===== src/design/rcs_pkg.sv =====
package rcs_pkg;

  // Fixed field widths.
  localparam int PHASE_BITS  = 3;
  localparam int TICK_BITS   = 16;
  localparam int REPEAT_BITS = 16;
  localparam int INDEX_BITS  = 3;

  // Default build values.
  localparam int DEF_MAX_PHASES = 6;
  localparam int DEF_TIME_BITS  = 16;

  // Reset value of the phase count register.
  localparam logic [PHASE_BITS-1:0] PHASE_COUNT_RESET = 3'd2;

  // Register indexes.
  localparam logic [INDEX_BITS-1:0] REG_PHASE_COUNT = 3'd0;
  localparam logic [INDEX_BITS-1:0] REG_PHASE0      = 3'd1;

  // Operation codes.
  typedef enum logic [1:0] {
    OP_TICK  = 2'd0,
    OP_START = 2'd1,
    OP_STOP  = 2'd2
  } op_e;

  typedef struct packed {
    logic [1:0]             op;
    logic [REPEAT_BITS-1:0] repeats;
    logic                   allow;
  } in_t;

  typedef struct packed {
    logic motor_on;
    logic ringing;
    logic started;
    logic blocked;
    logic finished;
  } out_t;

endpackage


===== src/design/ring_cadence_sequencer_unit.sv =====
// Channel   Direction  Handshake            Payload
// in        input      in_valid / in_stall  in_data (in_t: op, repeats, allow)
// out       output     out_valid/ out_stall out_data (out_t: motor_on .. finished)
// cfg       input      cfg_valid/ cfg_ready cfg_index, cfg_data
//
// Every transaction on in yields one transaction on out via the input and
// result registers. One item per cycle is sustained while out is not
// stalled; the phase counter compare and increment between the registers
// set that figure. Reset is synchronous and clears the sequencer state and
// all valid flags. A stall on out holds the result register and, once the
// input register is also full, stalls in in the same cycle.
module ring_cadence_sequencer_unit
  import rcs_pkg::*;
#(
  parameter int MAX_PHASES = DEF_MAX_PHASES,
  parameter int TIME_BITS  = DEF_TIME_BITS
) (
  input  logic                  clk,
  input  logic                  rst,
  input  logic                  in_valid,
  output logic                  in_stall,
  input  in_t                   in_data,
  output logic                  out_valid,
  input  logic                  out_stall,
  output out_t                  out_data,
  input  logic                  cfg_valid,
  output logic                  cfg_ready,
  input  logic [INDEX_BITS-1:0] cfg_index,
  input  logic [TICK_BITS-1:0]  cfg_data
);

  logic                                 s1_valid;
  in_t                                  s1_data;
  logic                                 advance;
  out_t                                 core_result;
  logic [PHASE_BITS-1:0]                phase_count;
  logic [MAX_PHASES-1:0][TICK_BITS-1:0] phase_ticks;

  rcs_cfg #(
    .MAX_PHASES(MAX_PHASES)
  ) u_cfg (
    .clk        (clk),
    .rst        (rst),
    .cfg_valid  (cfg_valid),
    .cfg_ready  (cfg_ready),
    .cfg_index  (cfg_index),
    .cfg_data   (cfg_data),
    .phase_count(phase_count),
    .phase_ticks(phase_ticks)
  );

  rcs_core #(
    .MAX_PHASES(MAX_PHASES),
    .TIME_BITS (TIME_BITS)
  ) u_core (
    .clk        (clk),
    .rst        (rst),
    .update     (advance),
    .item       (s1_data),
    .phase_count(phase_count),
    .phase_ticks(phase_ticks),
    .result     (core_result)
  );

  // The input register moves on unless the result register is held.
  assign advance  = s1_valid && !(out_valid && out_stall);
  assign in_stall = s1_valid && out_valid && out_stall;

  // Input register.
  always_ff @(posedge clk) begin
    if (rst) begin
      s1_valid <= 1'b0;
    end else if (!in_stall) begin
      s1_valid <= in_valid;
    end
  end

  always_ff @(posedge clk) begin
    if (in_valid && !in_stall) begin
      s1_data <= in_data;
    end
  end

  // Result register.
  always_ff @(posedge clk) begin
    if (rst) begin
      out_valid <= 1'b0;
    end else if (advance) begin
      out_valid <= 1'b1;
    end else if (!out_stall) begin
      out_valid <= 1'b0;
    end
  end

  always_ff @(posedge clk) begin
    if (advance) begin
      out_data <= core_result;
    end
  end

endmodule


===== src/design/rcs_cfg.sv =====
module rcs_cfg
  import rcs_pkg::*;
#(
  parameter int MAX_PHASES = DEF_MAX_PHASES
) (
  input  logic                                 clk,
  input  logic                                 rst,
  input  logic                                 cfg_valid,
  output logic                                 cfg_ready,
  input  logic [INDEX_BITS-1:0]                cfg_index,
  input  logic [TICK_BITS-1:0]                 cfg_data,
  output logic [PHASE_BITS-1:0]                phase_count,
  output logic [MAX_PHASES-1:0][TICK_BITS-1:0] phase_ticks
);

  // Writes are taken at any time.
  assign cfg_ready = 1'b1;

  // Register file; indexes with no register are dropped.
  always_ff @(posedge clk) begin
    if (rst) begin
      phase_count <= PHASE_COUNT_RESET;
      phase_ticks <= '0;
    end else if (cfg_valid) begin
      if (cfg_index == REG_PHASE_COUNT) begin
        phase_count <= cfg_data[PHASE_BITS-1:0];
      end
      for (int i = 0; i < MAX_PHASES; i++) begin
        if (cfg_index == INDEX_BITS'(int'(REG_PHASE0) + i)) begin
          phase_ticks[i] <= cfg_data;
        end
      end
    end
  end

endmodule


===== src/design/rcs_core.sv =====
module rcs_core
  import rcs_pkg::*;
#(
  parameter int MAX_PHASES = DEF_MAX_PHASES,
  parameter int TIME_BITS  = DEF_TIME_BITS
) (
  input  logic                                 clk,
  input  logic                                 rst,
  input  logic                                 update,
  input  in_t                                  item,
  input  logic [PHASE_BITS-1:0]                phase_count,
  input  logic [MAX_PHASES-1:0][TICK_BITS-1:0] phase_ticks,
  output out_t                                 result
);

  localparam int CMP_W = (TIME_BITS > TICK_BITS) ? TIME_BITS : TICK_BITS;
  localparam logic [TIME_BITS-1:0]  TIME_MAX = {TIME_BITS{1'b1}};
  localparam logic [PHASE_BITS-1:0] MAX_PH   = PHASE_BITS'(MAX_PHASES);

  logic                   active, active_next;
  logic [PHASE_BITS-1:0]  phase_index, phase_index_next;
  logic [TIME_BITS-1:0]   elapsed, elapsed_next;
  logic [REPEAT_BITS-1:0] repeats_left, repeats_left_next;
  logic                   drive, drive_next;

  logic [PHASE_BITS-1:0]  eff_count;
  logic [PHASE_BITS-1:0]  idx, idx_inc;
  logic [TIME_BITS-1:0]   elapsed_inc;
  logic [TICK_BITS-1:0]   cur_ticks;
  logic                   started, blocked, finished;

  // Phase count clamped to the supported range.
  always_comb begin
    if (phase_count == '0) begin
      eff_count = PHASE_BITS'(1);
    end else if (phase_count > MAX_PH) begin
      eff_count = MAX_PH;
    end else begin
      eff_count = phase_count;
    end
  end

  // Current phase, its duration and the saturated elapsed count.
  always_comb begin
    idx = (phase_index < MAX_PH) ? phase_index : '0;
    cur_ticks = '0;
    for (int i = 0; i < MAX_PHASES; i++) begin
      if (idx == PHASE_BITS'(i)) begin
        cur_ticks = phase_ticks[i];
      end
    end
    idx_inc = idx + PHASE_BITS'(1);
    elapsed_inc = (elapsed == TIME_MAX) ? elapsed : elapsed + TIME_BITS'(1);
  end

  // Next state for the item in hand.
  always_comb begin
    active_next       = active;
    phase_index_next  = phase_index;
    elapsed_next      = elapsed;
    repeats_left_next = repeats_left;
    drive_next        = drive;
    started           = 1'b0;
    blocked           = 1'b0;
    finished          = 1'b0;
    unique case (item.op)
      OP_TICK: begin
        if (active) begin
          if (CMP_W'(elapsed_inc) >= CMP_W'(cur_ticks)) begin
            if (idx_inc >= eff_count) begin
              // Wrap to the first phase; the last repeat ends the ring.
              if (repeats_left == REPEAT_BITS'(1)) begin
                repeats_left_next = '0;
                active_next       = 1'b0;
                drive_next        = 1'b0;
                phase_index_next  = '0;
                elapsed_next      = '0;
                finished          = 1'b1;
              end else begin
                if (repeats_left != '0) begin
                  repeats_left_next = repeats_left - REPEAT_BITS'(1);
                end
                phase_index_next = '0;
                elapsed_next     = '0;
                drive_next       = 1'b1;
              end
            end else begin
              phase_index_next = idx_inc;
              elapsed_next     = '0;
              drive_next       = ~idx_inc[0];
            end
          end else begin
            elapsed_next = elapsed_inc;
          end
        end
      end
      OP_START: begin
        if (!item.allow) begin
          blocked = 1'b1;
        end else begin
          phase_index_next  = '0;
          elapsed_next      = '0;
          repeats_left_next = item.repeats;
          active_next       = 1'b1;
          drive_next        = 1'b1;
          started           = 1'b1;
        end
      end
      OP_STOP: begin
        active_next      = 1'b0;
        drive_next       = 1'b0;
        phase_index_next = '0;
        elapsed_next     = '0;
      end
      default: begin
      end
    endcase
  end

  assign result.motor_on = drive_next;
  assign result.ringing  = active_next;
  assign result.started  = started;
  assign result.blocked  = blocked;
  assign result.finished = finished;

  // Sequencer state commits when the item moves to the result register.
  always_ff @(posedge clk) begin
    if (rst) begin
      active       <= 1'b0;
      phase_index  <= '0;
      elapsed      <= '0;
      repeats_left <= '0;
      drive        <= 1'b0;
    end else if (update) begin
      active       <= active_next;
      phase_index  <= phase_index_next;
      elapsed      <= elapsed_next;
      repeats_left <= repeats_left_next;
      drive        <= drive_next;
    end
  end

endmodule

===== config.mk =====
export PLATFORM = sky130hd
export DESIGN_NAME = ring_cadence_sequencer_unit
export DESIGN_NICKNAME = d
export VERILOG_FILES = /design/src/design/rcs_pkg.sv /design/src/design/ring_cadence_sequencer_unit.sv /design/src/design/rcs_cfg.sv /design/src/design/rcs_core.sv
export SDC_FILE = /design/constraint.sdc
export NUM_CORES = 1
export LEC_CHECK = 0
export BUFFER_PORTS_ARGS = -buffer_cell sky130_fd_sc_hd__buf_2
export CAP_MARGIN = 20
export CORE_UTILIZATION = 45
export DETAILED_ROUTE_END_ITERATION = 10
export GPL_TIMING_DRIVEN = 0
export PLACE_DENSITY_LB_ADDON = 0.05
export SLEW_MARGIN = 10
export SYNTH_ARGS = -nofsm -noshare
export SYNTH_HDL_FRONTEND = slang
export SYNTH_HIERARCHICAL = 1
export SYNTH_SLANG_ARGS = --single-unit

===== constraint.sdc =====
create_clock -name clk -period 5.75 [get_ports clk]
set_input_delay 1.15 -clock clk [delete_from_list [all_inputs] [get_ports clk]]
set_output_delay 1.15 -clock clk [all_outputs]
set_load 0.03 [all_outputs]

==> results of run 1 <==
-- kinds of logic (layout without fill, tap and decap cells) --
kind of cell	Yosys count	count (layout)	synth area share, %
AO/OA/AOI/OAI	142	142	11.1
XOR/XNOR	13	13	1.29
adder cells (fa/ha/maj)	27	27	3.80
buffers and inverters	90	171	4.56
flip-flops	162	162	39.4
multiplexers	168	168	19.3
other	1	1	0.0425
AND/OR/NAND/NOR	315	315	20.4
-- per-stage QoR --
step | total power, mW | utilization (%) | setup slack (ns) | TNS, ns
after floorplan | 1.40 | - | 0.564 | 0
after global placement | 1.49 | 49.6 | -0.802 | -24.28
after detailed placement | 1.50 | 49.7 | -0.735 | -21.53
after CTS | 2.74 | 53.2 | 0.149 | 0
after global routing | 2.81 | 53.2 | 0.0220 | 0
final | 2.71 | 53.2 | 0.268 | 0
-- state kept, by name, summed over array words and instances, names as in the netlist --
name and cells:
u_core/drive 1, out_data 5, u_core/phase_index 3, u_cfg/phase_count 3, s1_valid 1, out_valid 1
u_core/elapsed 16, u_core/repeats_left 16, u_core/active 1, u_cfg/phase_ticks 96, s1_data 19
-- placed cells by master, fill, tap and decap left out, drive strengths merged, types with 9 or more instances in the layout --
cell type and count:
nand3 12, nor3 17, ha 26, nand2b 121, nor2b 12, xnor2 9, o31ai 16, nor4 9
nand4 11, buf 77, mux2 20, nor2 36, o311ai 11, o21ai 29, mux2i 148, inv 21
nand2 51, dfxtp 138, clkbuf 65, a21oi 30, edfxtp 24
-- power by group --
| part | internal (mW) | switching, mW |
|---|---|---|
| clock | 0.738 | 0.501 |
| combinational | 0.109 | 0.164 |
| sequential | 1.18 | 0.0187 |
| total | 2.03 | 0.684 |
-- critical path: stages (launching register included) --
cell	delay [ns]
sky130_fd_sc_hd__dfxtp_1	0.64
sky130_fd_sc_hd__buf_2	0.36
sky130_fd_sc_hd__buf_2	0.39
sky130_fd_sc_hd__and3b_1	0.21
sky130_fd_sc_hd__ha_1	0.44
sky130_fd_sc_hd__clkbuf_2	0.41
sky130_fd_sc_hd__mux2i_1	0.17
sky130_fd_sc_hd__mux2_2	0.29
sky130_fd_sc_hd__ha_1	0.30
sky130_fd_sc_hd__a211oi_2	0.22
sky130_fd_sc_hd__nor2_1	0.08
sky130_fd_sc_hd__or4_4	0.53
sky130_fd_sc_hd__or3_1	0.38
sky130_fd_sc_hd__buf_2	0.17
sky130_fd_sc_hd__buf_6	0.15
sky130_fd_sc_hd__a311oi_1	0.28
sky130_fd_sc_hd__a211oi_1	0.08
sky130_fd_sc_hd__buf_4	0.14
-- layer usage --
| layer | global-route usage [%] | vias up | wire (um) |
|---|---|---|---|
| met5 | 0 | - | 0 |
| met4 | 7.13 | 0 | 277 |
| met3 | 3.73 | 16 | 897 |
| met2 | 36.7 | 154 | 10200 |
| met1 | 32.7 | 3193 | 11200 |
| li1 | - | 3428 | - |
-- final timing paths --
kind              slack [ns]                                 end
setup reg to reg        0.27               out_data[4]$_DFFE_PP_
hold reg to reg         0.48  u_cfg/phase_ticks[58]$_SDFFE_PP0P_
hold / removal          0.48  u_cfg/phase_ticks[58]$_SDFFE_PP0P_
setup / recovery        0.27               out_data[4]$_DFFE_PP_
-- cell type report --
class	count	area [sq um]	area share [%]
clock buffer	21	514	5.10
multi-input combinational	666	4950	49.1
buffer	71	345	3.43
sequential	162	3480	34.6
clock inverter	11	135	1.34
tap	260	325	3.23
inverter	17	63.8	0.633
timing repair buffer	51	265	2.63
-- synth_stat cells, types with 17 or more instances --
cell type and count:
sky130_fd_sc_hd__a21oi_1 29, sky130_fd_sc_hd__nand2_1 51, sky130_fd_sc_hd__edfxtp_1 24, sky130_fd_sc_hd__o21ai_0 29
sky130_fd_sc_hd__mux2_2 20, sky130_fd_sc_hd__dfxtp_1 138, sky130_fd_sc_hd__clkbuf_1 43, sky130_fd_sc_hd__nor2_1 36
sky130_fd_sc_hd__nand2b_1 121, sky130_fd_sc_hd__inv_1 17, sky130_fd_sc_hd__mux2i_1 148, sky130_fd_sc_hd__ha_1 26
-- repair_timing --
| item | 4_1_cts | 5_1_grt |
|---|---|---|
| setup endpoints to repair | 40 | 12 |
| resized for setup | 7 | 0 |
| gates cloned | 0 | 0 |
| endpoints found under the hold margin | 0 | 0 |
| hold buffers | 0 | 0 |
==> impl_table.tex, run 1 <==
\begin{tabular}{lr}
\hline
Metric & Value \\
\hline
\multicolumn{2}{l}{\textbf{Run status}} \\
\quad Result of the run & finished, final reports clean \\
\multicolumn{2}{l}{\textbf{Drt}} \\
\quad Length of the first detailed-routing pass in iterations & 5 \\
\quad Wirelength per Cell & 18.0 um \\
\quad Detail Route Antenna Nets & 0 \\
\quad Drt total wl & 22600 um \\
\quad Number of vias per cell after detailed routing & 5.39 \\
\quad Initial detailed-routing violation count & 349 \\
\quad DRC violations left & 0 \\
\quad Total via count in the routed design & 6791 \\
\multicolumn{2}{l}{\textbf{STA}} \\
\quad Minimum period implied by the final worst setup slack & 5.48 ns \\
\quad Final worst path period share & 95.3\% \\
\quad Worst clock skew on the final layout & 0.0155 ns \\
\quad Final setup viols & 0 \\
\quad Final hold violation count & 0 \\
\quad Transition time of the tightest slew-check pin & 0.790 ns \\
\quad Max Clock Freq & 0.182 GHz \\
\quad Total count of max-transition violations in the final report & 0 \\
\quad RSZ-0062 raised after global routing & no \\
\quad Worst slew margin relative to its limit & 47.3\% \\
\quad Hold\_ws & 0.477 ns \\
\multicolumn{2}{l}{\textbf{Clock network}} \\
\quad Number of sinks handled by clock tree synthesis & 162 \\
\quad Clock root buffer & sky130\_fd\_sc\_hd\_\_clkbuf\_16 \\
\quad CTS tree & built \\
\quad Number of clock buffers inserted by TritonCTS & 17 \\
\quad Largest buffer count on any clock path & 2 \\
\quad Clk\_lat worst skew & 0.43 ns \\
\quad Buffers inserted by post-CTS timing repair & 0 \\
\quad Number of H-tree levels & 4 \\
\quad Clk pin slew, worst setup/hold paths & 0.07 ns \\
\multicolumn{2}{l}{\textbf{Place}} \\
\quad Placed wire-length estimate after detailed placement & 16100 um \\
\quad Placer congestion estimate & 0.815 \\
\quad Instance area at placement & 0.00942 sq mm \\
\quad Port-buffer cells & 49 \\
\quad Cell count after placement & 1229 \\
\multicolumn{2}{l}{\textbf{Yosys}} \\
\quad Mapped cell area & 0.00883 sq mm \\
\quad Cell types with the largest area share after synthesis & sky130\_fd\_sc\_hd\_\_dfxtp\_1 (31\%), sky130\_fd\_sc\_hd\_\_mux2i\_1 (17\%), sky130\_fd\_sc\_hd\_\_nand2b\_1 (8.6\%), sky130\_fd\_sc\_hd\_\_edfxtp\_1 (8.2\%), sky130\_fd\_sc\_hd\_\_ha\_1 (3.7\%) \\
\quad Number of library cell types mapped by synthesis & 72 \\
\quad Library cell with the largest summed area after synthesis & sky130\_fd\_sc\_hd\_\_dfxtp\_1 \\
\quad Synthesized instance count & 918 \\
\quad Fraction of post-synthesis cell area in the top cell type by area & 31.3\% \\
\quad Number of warnings printed during yosys synthesis & 6 \\
\quad Average size of a mapped cell & 9.62 sq um \\
\quad Register area share after synthesis & 39.4\% \\
\quad Number of flops mapped to enable cells by yosys & 24 \\
\quad Syn nets & 987 \\
\quad Leading register cell type out of synthesis & sky130\_fd\_sc\_hd\_\_dfxtp\_1 \\
\quad Share of synthesized flip-flops with an asynchronous set or reset & 0\% \\
\quad Yosys reg bits & 162 \\
\multicolumn{2}{l}{\textbf{Global routing}} \\
\quad Congestion Overflow GR & 0 \\
\quad Total global routing track utilization & 23.3\% \\
\quad Global-route wire length before repair & 35800 um \\
\quad Pin count of the biggest net entering global routing & 17 \\
\quad Number of global-route vias before repair & 6542 \\
\quad Initial antenna violation count & 0 \\
\multicolumn{2}{l}{\textbf{Die}} \\
\quad Effective utilization at floorplan & 46.6\% \\
\quad IO Pins & 51 \\
\quad Total number of placement rows & 50 \\
\quad Area of the placeable core & 0.0190 sq mm \\
\quad Die span in y & 142 um \\
\quad DIE AREA & 0.0202 sq mm \\
\quad Width of the chip & 142 um \\
\multicolumn{2}{l}{\textbf{Power}} \\
\quad Maximum vdd ir drop & 167 uV \\
\quad Total leakage power & 4.16 nW \\
\quad Power Density & 269 mW/mm\^{}2 \\
\multicolumn{2}{l}{\textbf{Worst setup path}} \\
\quad CP Data Arrival Time & 5.68 ns \\
\quad Type of the worst setup path & reg -> reg \\
\quad Crit path max fanout & 10 \\
\quad Startpoint of the most critical register-to-register path & u\_core/phase\_index[0]\$\_SDFFE\_PP0P\_ \\
\quad Worst setup path startpoint & u\_core/phase\_index[0]\$\_SDFFE\_PP0P\_ \\
\quad FF-to-FF path depth & 17 \\
\quad Sort of element at the end of the critical path & flip-flop \\
\quad Nature of the critical path startpoint & flip-flop \\
\quad Critical Path RT & 5.95 ns \\
\multicolumn{2}{l}{\textbf{Final layout}} \\
\quad Non-filler cells in the finished layout & 1259 \\
\quad Layout cell share with drive strength beyond 1 & 14.4\% \\
\quad Inserted Diodes & 0 \\
\quad Total non-filler cell area in the finished layout & 0.0101 sq mm \\
\quad Number of nets in the finished design & 1055 \\
\quad Area grow syn2layout & 14.1\% \\
\quad Filler cell count & 1827 \\
\multicolumn{2}{l}{\textbf{Job}} \\
\quad Maxcap violations & 0 \\
\multicolumn{2}{l}{\textbf{Hold path}} \\
\quad Worst hold path startpoint & u\_cfg/phase\_ticks[58]\$\_SDFFE\_PP0P\_ \\
\quad Class of the most critical hold timing path & reg -> reg \\
\quad Number of stages on the worst hold path & 2 \\
\hline
\end{tabular}
(Power assumes the default switching activity.)
==> inputs of run 2 (changes only) <==
--- a/config.mk
+++ b/config.mk
@@ -7,9 +7,9 @@
 export LEC_CHECK = 0
 export BUFFER_PORTS_ARGS = -buffer_cell sky130_fd_sc_hd__buf_2
 export CAP_MARGIN = 20
-export CORE_UTILIZATION = 45
+export CORE_UTILIZATION = 62
 export DETAILED_ROUTE_END_ITERATION = 10
-export GPL_TIMING_DRIVEN = 0
+export MAX_ROUTING_LAYER = met4
 export PLACE_DENSITY_LB_ADDON = 0.05
 export SLEW_MARGIN = 10
 export SYNTH_ARGS = -nofsm -noshare
==> run 2 against run 1 <==
Against the previous run:
- clock power fell by 5%
- fmax rose by 8.0%
- largest power group is now registers
- cell count fell by 11%
==> impl_table.tex, run 2 (synthesis results as in run 1) <==
\begin{tabular}{lr}
\hline
Metric & Value \\
\hline
\multicolumn{2}{l}{\textbf{Run status}} \\
\quad Result of the run & finished, final reports clean \\
\multicolumn{2}{l}{\textbf{Power}} \\
\quad Power Density & 270 mW/mm\^{}2 \\
\quad Int Power & 1.96 mW \\
\quad Fraction of power consumed by sequential logic & 45.7\% \\
\quad Switching power & 0.661 mW \\
\quad Proportion of total power due to net switching & 25.2\% \\
\quad Combinational cell fraction of total power & 9.5\% \\
\quad Total Power Consumption & 2.62 mW \\
\quad Maximum vdd ir drop & 204 uV \\
\quad Total leakage power & 4.05 nW \\
\quad Clock group share of total power & 44.8\% \\
\multicolumn{2}{l}{\textbf{Job}} \\
\quad Maxcap violations & 0 \\
\multicolumn{2}{l}{\textbf{Die}} \\
\quad Area of the placeable core & 0.0139 sq mm \\
\quad Effective utilization at floorplan & 63.6\% \\
\quad IO Pins & 51 \\
\quad DIE AREA & 0.0147 sq mm \\
\quad Die span in y & 121 um \\
\quad Total number of placement rows & 43 \\
\quad Width of the chip & 121 um \\
\multicolumn{2}{l}{\textbf{Drt}} \\
\quad Initial detailed-routing violation count & 602 \\
\quad DRC violations left & 0 \\
\quad Number of vias per cell after detailed routing & 6.16 \\
\quad Length of the first detailed-routing pass in iterations & 6 \\
\quad Total via count in the routed design & 6920 \\
\quad Detail Route Antenna Nets & 0 \\
\quad Drt total wl & 21600 um \\
\quad Wirelength per Cell & 19.2 um \\
\multicolumn{2}{l}{\textbf{Clock network}} \\
\quad Buffers inserted by post-CTS timing repair & 0 \\
\quad Clk pin slew, worst setup/hold paths & 0.07 ns \\
\quad Largest buffer count on any clock path & 2 \\
\quad Post-CTS resize count & 0 \\
\quad Clk\_lat worst skew & 0.43 ns \\
\quad Number of hold buffers added after CTS & 0 \\
\quad Clock root buffer & sky130\_fd\_sc\_hd\_\_clkbuf\_16 \\
\quad CTS tree & built \\
\quad Number of H-tree levels & 4 \\
\quad Number of clock buffers inserted by TritonCTS & 17 \\
\quad Number of sinks handled by clock tree synthesis & 162 \\
\multicolumn{2}{l}{\textbf{STA}} \\
\quad Transition time of the tightest slew-check pin & 0.860 ns \\
\quad Total count of max-transition violations in the final report & 0 \\
\quad Final worst path period share & 88.3\% \\
\quad Final setup viols & 0 \\
\quad RSZ-0062 raised after global routing & no \\
\quad Minimum period implied by the final worst setup slack & 5.07 ns \\
\quad Worst slew margin relative to its limit & 42.5\% \\
\quad Max Clock Freq & 0.197 GHz \\
\quad Final total negative setup slack & 0 ns \\
\quad Final hold violation count & 0 \\
\quad Worst clock skew on the final layout & 0.00869 ns \\
\multicolumn{2}{l}{\textbf{Final layout}} \\
\quad Area of the multi-input gates & 0.00495 sq mm \\
\quad Inserted Diodes & 0 \\
\quad FF+latch area & 0.00348 sq mm \\
\quad Register ranked first by flip-flop count & u\_cfg/phase\_ticks \\
\quad Number of nets in the finished design & 1000 \\
\quad Area grow syn2layout & 10.1\% \\
\quad Filler cell count & 1097 \\
\quad Most common library cell in the layout ignoring fill and taps & sky130\_fd\_sc\_hd\_\_mux2i\_1 \\
\quad Top library cells by usage in the layout, fill and taps aside & sky130\_fd\_sc\_hd\_\_mux2i\_1 (148), sky130\_fd\_sc\_hd\_\_dfxtp\_1 (138), sky130\_fd\_sc\_hd\_\_nand2b\_1 (121) \\
\quad Layout cell share with drive strength beyond 1 & 13.7\% \\
\quad Non-filler cells in the finished layout & 1124 \\
\quad Max FFs per register & 96 \\
\quad Registers with the highest flip-flop counts & u\_cfg/phase\_ticks x96, s1\_data x19 \\
\multicolumn{2}{l}{\textbf{Hold path}} \\
\quad Class of the most critical hold timing path & reg -> reg \\
\multicolumn{2}{l}{\textbf{Worst setup path}} \\
\quad Sort of element at the end of the critical path & flip-flop \\
\quad Critical Path RT & 6.07 ns \\
\quad Type of the worst setup path & reg -> reg \\
\quad Nature of the critical path startpoint & flip-flop \\
\quad CP Data Arrival Time & 5.40 ns \\
\quad Crit path max fanout & 24 \\
\multicolumn{2}{l}{\textbf{Global routing}} \\
\quad Congestion Overflow GR & 0 \\
\quad Met2 usage & 50.3\% \\
\quad Met1 Track Usage GR & 39.2\% \\
\quad Met3 track demand over resource in global routing & 6.20\% \\
\quad Pin count of the biggest net entering global routing & 93 \\
\quad Busiest layer in global routing & met2 \\
\quad Initial antenna violation count & 0 \\
\quad Global-route wire length before repair & 34800 um \\
\quad Number of global-route vias before repair & 6818 \\
\quad Total global routing track utilization & 31.5\% \\
\multicolumn{2}{l}{\textbf{Place}} \\
\quad Placer congestion estimate & 0.884 \\
\quad Cell count after placement & 1092 \\
\quad Port-buffer cells & 49 \\
\quad Placed wire-length estimate after detailed placement & 14800 um \\
\hline
\end{tabular}
run 2: critical path, stage by stage, from the launching register on:
cell and delay [ns]:
sky130_fd_sc_hd__dfxtp_1 0.82, sky130_fd_sc_hd__buf_4 0.33, sky130_fd_sc_hd__and2_1 0.60, sky130_fd_sc_hd__nand2_1 0.10, sky130_fd_sc_hd__o21ai_0 0.11, sky130_fd_sc_hd__mux2i_1 0.10
sky130_fd_sc_hd__mux2_2 0.28, sky130_fd_sc_hd__ha_1 0.30, sky130_fd_sc_hd__nand4_1 0.14, sky130_fd_sc_hd__or3_1 0.42, sky130_fd_sc_hd__a2111oi_2 0.43, sky130_fd_sc_hd__or3_1 0.69
sky130_fd_sc_hd__nor2_1 0.30, sky130_fd_sc_hd__a32o_1 0.33
run 2: path summary, 6_finish.rpt:
check                                                          end  depth (start not counted)  slack [ns]                          startpoint
worst max-delay path                u_core/elapsed[1]$_SDFFE_PP0P_                         13        0.68  u_core/phase_index[1]$_SDFFE_PP0P_
worst min-delay path            u_cfg/phase_ticks[29]$_SDFFE_PP0P_                          2        0.48  u_cfg/phase_ticks[29]$_SDFFE_PP0P_
worst max register to register      u_core/elapsed[1]$_SDFFE_PP0P_                         13        0.68  u_core/phase_index[1]$_SDFFE_PP0P_
worst min register to register  u_cfg/phase_ticks[29]$_SDFFE_PP0P_                          2        0.48  u_cfg/phase_ticks[29]$_SDFFE_PP0P_
run 2: layout make-up:
| cell class | instances | share of cell area [%] |
|---|---|---|
| repair buffers | 67 | 3.99 |
| multi-input cells | 666 | 50.9 |
| clock inverters | 13 | 1.49 |
| inverters | 17 | 0.656 |
| flip-flops and latches | 162 | 35.8 |
| well taps | 180 | 2.32 |
| clock buffers | 19 | 4.78 |
run 2: per-layer routing:
| layer | routed length, um | share of wire, % | vias up |
|---|---|---|---|
| met4 | 580 | 2.7 | 0 |
| met5 | 0 | 0 | - |
| met1 | 9780 | 45 | 3366 |
| met3 | 988 | 4.6 | 42 |
| li1 | - | - | 3317 |
| met2 | 10200 | 47 | 195 |
run 2: power groups by stage:
stage / Clock [mW] / Sequential (mW) / Combinational, mW
after global placement: 0 / 1.22 / 0.235
after global routing: 1.23 / 1.20 / 0.271
after detailed placement: 0 / 1.22 / 0.245
after CTS: 1.19 / 1.20 / 0.247
after floorplan: 0 / 1.22 / 0.182
final: 1.18 / 1.20 / 0.249
run 2: stage by stage:
step                utilization [%]  setup slack (ns)  cell area (sq um)  hold slack, ns
floorplan                         -             0.564               8830           0.449
global placement               65.5              1.03               9090           0.460
detailed placement             65.6             0.829               9110           0.469
CTS                            70.0             0.806               9720           0.480
global route                   70.0             0.393               9720           0.494
finish                         70.0             0.676               9720           0.479
==> inputs of run 3 (changes only) <==
--- a/config.mk
+++ b/config.mk
@@ -7,12 +7,11 @@
 export LEC_CHECK = 0
 export BUFFER_PORTS_ARGS = -buffer_cell sky130_fd_sc_hd__buf_2
 export CAP_MARGIN = 20
-export CORE_UTILIZATION = 62
+export CORE_UTILIZATION = 61
 export DETAILED_ROUTE_END_ITERATION = 10
 export MAX_ROUTING_LAYER = met4
 export PLACE_DENSITY_LB_ADDON = 0.05
 export SLEW_MARGIN = 10
 export SYNTH_ARGS = -nofsm -noshare
 export SYNTH_HDL_FRONTEND = slang
-export SYNTH_HIERARCHICAL = 1
 export SYNTH_SLANG_ARGS = --single-unit
==> run 3 against run 2 <==
Against the previous run:
- combinational power about the same
- fmax up 15%
- cell count is 10% higher
- clock power shrank 3%
- non-clock buffer count decreased by 2
- flip-flop and latch count is the same
- setup slack gained 0.65 ns
- synthesized cell count grew 12%
- largest cell class unchanged
- critical path depth up 3
- first-iteration DRC count increased by 13%
==> impl_table.tex, run 3 <==
\begin{tabular}{lr}
\hline
Metric & Value \\
\hline
\multicolumn{2}{l}{\textbf{Worst setup path}} \\
\quad Setup slack of the worst register-to-register path & 1.32 ns \\
\quad Worst stage delay on the critical path & 0.78 ns \\
\quad Critical Path, Cell by Cell & buf\_4, nor2b\_1, buf\_4, a21oi\_1, nor2\_1, a21oi\_1, o21ai\_0, a21oi\_1, ha\_1, a21oi\_1, nor2\_1, a2111oi\_4, o311ai\_4, nor4\_4, or2b\_1, a31oi\_1 \\
\quad Largest delay contributor family on the critical path & compound AO/OA/AOI/OAI gates \\
\quad CP Data Arrival Time & 4.78 ns \\
\quad Bufs and invs on worst path & 2 \\
\quad Nature of the critical path startpoint & flip-flop \\
\quad Cell seen most often among critical-path stages & sky130\_fd\_sc\_hd\_\_a21oi\_1 \\
\quad Critical Path RT & 6.10 ns \\
\quad Type of the worst setup path & reg -> reg \\
\quad Cell at the slowest stage of the critical path & sky130\_fd\_sc\_hd\_\_nor4\_4 \\
\quad Crit path max fanout & 19 \\
\quad Sort of element at the end of the critical path & flip-flop \\
\multicolumn{2}{l}{\textbf{Yosys}} \\
\quad Number of flops mapped to enable cells by yosys & 24 \\
\quad Cell types with the largest area share after synthesis & sky130\_fd\_sc\_hd\_\_dfxtp\_1 (34\%), sky130\_fd\_sc\_hd\_\_nand2\_1 (12\%), sky130\_fd\_sc\_hd\_\_a21oi\_1 (11\%), sky130\_fd\_sc\_hd\_\_edfxtp\_1 (8.8\%), sky130\_fd\_sc\_hd\_\_mux2i\_1 (4.3\%) \\
\quad Share of synthesized flip-flops with an asynchronous set or reset & 0\% \\
\quad Register area share after synthesis & 42.7\% \\
\quad Share of synthesized area spent on multiplexers & 4.71\% \\
\quad Syn nets & 1101 \\
\quad Average size of a mapped cell & 7.91 sq um \\
\quad Fraction of post-synthesis cell area in the top cell type by area & 33.9\% \\
\quad Number of library cell types mapped by synthesis & 65 \\
\quad Synthesized instance count & 1032 \\
\quad Main combinational cell family by area after synthesis & simple AND/OR/NAND/NOR gates \\
\quad Fraction of the mapped netlist area in compound gates & 19.3\% \\
\quad Post-synthesis share of cell area spent on and, or, nand and nor gates & 23.7\% \\
\quad Leading register cell type out of synthesis & sky130\_fd\_sc\_hd\_\_dfxtp\_1 \\
\quad Library cell with the largest summed area after synthesis & sky130\_fd\_sc\_hd\_\_dfxtp\_1 \\
\quad Mapped cell area & 0.00816 sq mm \\
\quad Most common cell in the synthesized netlist & sky130\_fd\_sc\_hd\_\_nand2\_1 \\
\quad Number of warnings printed during yosys synthesis & 0 \\
\quad Most instantiated cells after synthesis & sky130\_fd\_sc\_hd\_\_nand2\_1 (253), sky130\_fd\_sc\_hd\_\_a21oi\_1 (175), sky130\_fd\_sc\_hd\_\_dfxtp\_1 (138) \\
\quad Synthesized-area fraction occupied by adder cells & 4.11\% \\
\quad Yosys reg bits & 162 \\
\quad Parity-gate share of the synthesized area counting xor and xnor cells & 1.50\% \\
\multicolumn{2}{l}{\textbf{Final layout}} \\
\quad Inserted Diodes & 0 \\
\quad Filler cell count & 1099 \\
\quad Top library cells by usage in the layout, fill and taps aside & sky130\_fd\_sc\_hd\_\_nand2\_1 (253), sky130\_fd\_sc\_hd\_\_a21oi\_1 (175), sky130\_fd\_sc\_hd\_\_dfxtp\_1 (138) \\
\quad Max FFs per register & 96 \\
\quad Non-filler cells in the finished layout & 1240 \\
\quad Number of nets in the finished design & 1124 \\
\quad Registers with the highest flip-flop counts & u\_cfg.phase\_ticks x96, s1\_data x19 \\
\quad Register ranked first by flip-flop count & u\_cfg.phase\_ticks \\
\quad Area grow syn2layout & 11.4\% \\
\quad Layout cell share with drive strength beyond 1 & 10.6\% \\
\quad Most common library cell in the layout ignoring fill and taps & sky130\_fd\_sc\_hd\_\_nand2\_1 \\
\multicolumn{2}{l}{\textbf{Clock network}} \\
\quad Largest buffer count on any clock path & 2 \\
\quad CTS tree & built \\
\quad Clk\_lat worst skew & 0.43 ns \\
\quad Clock root buffer & sky130\_fd\_sc\_hd\_\_clkbuf\_16 \\
\quad Number of sinks handled by clock tree synthesis & 162 \\
\quad Number of H-tree levels & 4 \\
\quad Clk pin slew, worst setup/hold paths & 0.06 ns \\
\quad Buffers inserted by post-CTS timing repair & 0 \\
\quad Post-CTS resize count & 0 \\
\quad Number of clock buffers inserted by TritonCTS & 17 \\
\quad Number of hold buffers added after CTS & 0 \\
\multicolumn{2}{l}{\textbf{Global routing}} \\
\quad Global-route wire length before repair & 33800 um \\
\quad Number of global-route vias before repair & 6626 \\
\quad Total global routing track utilization & 31.4\% \\
\quad Congestion Overflow GR & 0 \\
\quad Initial antenna violation count & 0 \\
\quad Pin count of the biggest net entering global routing & 78 \\
\multicolumn{2}{l}{\textbf{Place}} \\
\quad Placement-stage worst setup slack & 1.39 ns \\
\quad Placer congestion estimate & 0.870 \\
\quad Port-buffer cells & 49 \\
\quad Placed wire-length estimate after detailed placement & 13400 um \\
\quad Cell count after placement & 1208 \\
\multicolumn{2}{l}{\textbf{Drt}} \\
\quad Drt total wl & 20700 um \\
\quad Initial detailed-routing violation count & 682 \\
\quad Number of vias per cell after detailed routing & 5.84 \\
\quad Total via count in the routed design & 7238 \\
\quad Detail Route Antenna Nets & 0 \\
\quad DRC violations left & 0 \\
\quad Length of the first detailed-routing pass in iterations & 6 \\
\quad Wirelength per Cell & 16.7 um \\
\multicolumn{2}{l}{\textbf{STA}} \\
\quad Worst clock skew on the final layout & 0.00714 ns \\
\quad Transition time of the tightest slew-check pin & 0.863 ns \\
\quad Final worst path period share & 77.0\% \\
\quad Final hold violation count & 0 \\
\quad Total count of max-transition violations in the final report & 0 \\
\quad RSZ-0062 raised after global routing & no \\
\quad Minimum period implied by the final worst setup slack & 4.43 ns \\
\quad Worst slew margin relative to its limit & 42.0\% \\
\quad Max Clock Freq & 0.226 GHz \\
\quad PnR worst setup slack & 1.32 ns \\
\quad Final total negative setup slack & 0 ns \\
\quad Final setup viols & 0 \\
\multicolumn{2}{l}{\textbf{Power}} \\
\quad Total Power Consumption & 2.59 mW \\
\quad Maximum vdd ir drop & 255 uV \\
\quad Total leakage power & 3.31 nW \\
\quad Power Density & 285 mW/mm\^{}2 \\
\multicolumn{2}{l}{\textbf{Die}} \\
\quad Width of the chip & 118 um \\
\quad Effective utilization at floorplan & 63.6\% \\
\quad Total number of placement rows & 41 \\
\quad IO Pins & 51 \\
\quad Die span in y & 118 um \\
\quad Area of the placeable core & 0.0128 sq mm \\
\quad DIE AREA & 0.0138 sq mm \\
\multicolumn{2}{l}{\textbf{Hold path}} \\
\quad Class of the most critical hold timing path & reg -> reg \\
\multicolumn{2}{l}{\textbf{Run status}} \\
\quad Result of the run & finished, final reports clean \\
\multicolumn{2}{l}{\textbf{Job}} \\
\quad Maxcap violations & 0 \\
\hline
\end{tabular}
[run 3: cell count changes in the layout (fill, tap and decap cells not counted), moves of 6 or more]
cell / delta
sky130_fd_sc_hd__nor2_1: +55
sky130_fd_sc_hd__nand3_1: +11
sky130_fd_sc_hd__o31ai_1: -11
sky130_fd_sc_hd__nand2b_1: -113
sky130_fd_sc_hd__nand2_1: +202
sky130_fd_sc_hd__o311ai_0: -8
sky130_fd_sc_hd__mux2_2: -17
sky130_fd_sc_hd__a31oi_1: +7
sky130_fd_sc_hd__mux2i_1: -113
sky130_fd_sc_hd__o21ai_0: +6
sky130_fd_sc_hd__a21oi_1: +146
[run 3: stage by stage]
stage / instance area [sq um] / hold slack, ns / util [%]
floorplan: 8160 / 0.436 / -
global placement: 8490 / 0.442 / 66.2
detailed placement: 8490 / 0.447 / 66.2
CTS: 9090 / 0.455 / 70.9
global route: 9090 / 0.472 / 70.9
finish: 9090 / 0.454 / 70.9
[run 3: path summary, 6_finish.rpt]
check / start / end / cells past startpoint
worst max-delay path: u_core.phase_index[1]$_SDFFE_PP0P_ / u_core.elapsed[6]$_SDFFE_PP0P_ / 16
worst min-delay path: u_cfg.phase_ticks[67]$_SDFFE_PP0P_ / u_cfg.phase_ticks[67]$_SDFFE_PP0P_ / 2
worst max register to register: u_core.phase_index[1]$_SDFFE_PP0P_ / u_core.elapsed[6]$_SDFFE_PP0P_ / 16
worst min register to register: u_cfg.phase_ticks[67]$_SDFFE_PP0P_ / u_cfg.phase_ticks[67]$_SDFFE_PP0P_ / 2
[run 3: power breakdown]
part | internal, mW | switching (mW)
registers | 1.18 | 0.0204
clock network | 0.675 | 0.465
logic | 0.0870 | 0.162
[run 3: layout make-up]
class	instances	area [sq um]	share of cell area, %
timing repair buffer	65	368	4.05
clock buffer	19	464	5.11
multi-input combinational	791	4360	47.9
inverter	18	67.6	0.743
tap	172	215	2.37
sequential	162	3480	38.3
clock inverter	13	133	1.46
[run 3: kinds of logic after synthesis]
| family | Yosys count |
|---|---|
| AOI/OAI and AO/OA | 269 |
| xor gates and xnor gates | 14 |
| adders and majority gates | 27 |
| buffers and inverters | 79 |
| DFF | 162 |
| muxes | 38 |
| other | 1 |
| and+or+nand+nor | 442 |
[run 3: routing by layer]
metal,GRT usage [%],vias to the layer above,wire [um]
li1,-,3625,-
met4,8.49,0,261
met2,48.2,199,9670
met1,42.3,3391,9510
met5,-,-,0
met3,6.06,23,1210
[run 3: worst register-to-register path, delay by kind of cell (launching register included)]
kind | cells | cell delay (ns)
adders and majority gates | 1 | 0.29
DFF | 1 | 0.64
AOI/OAI and AO/OA | 8 | 1.61
buffers and inverters | 2 | 0.54
and+or+nand+nor | 5 | 1.29
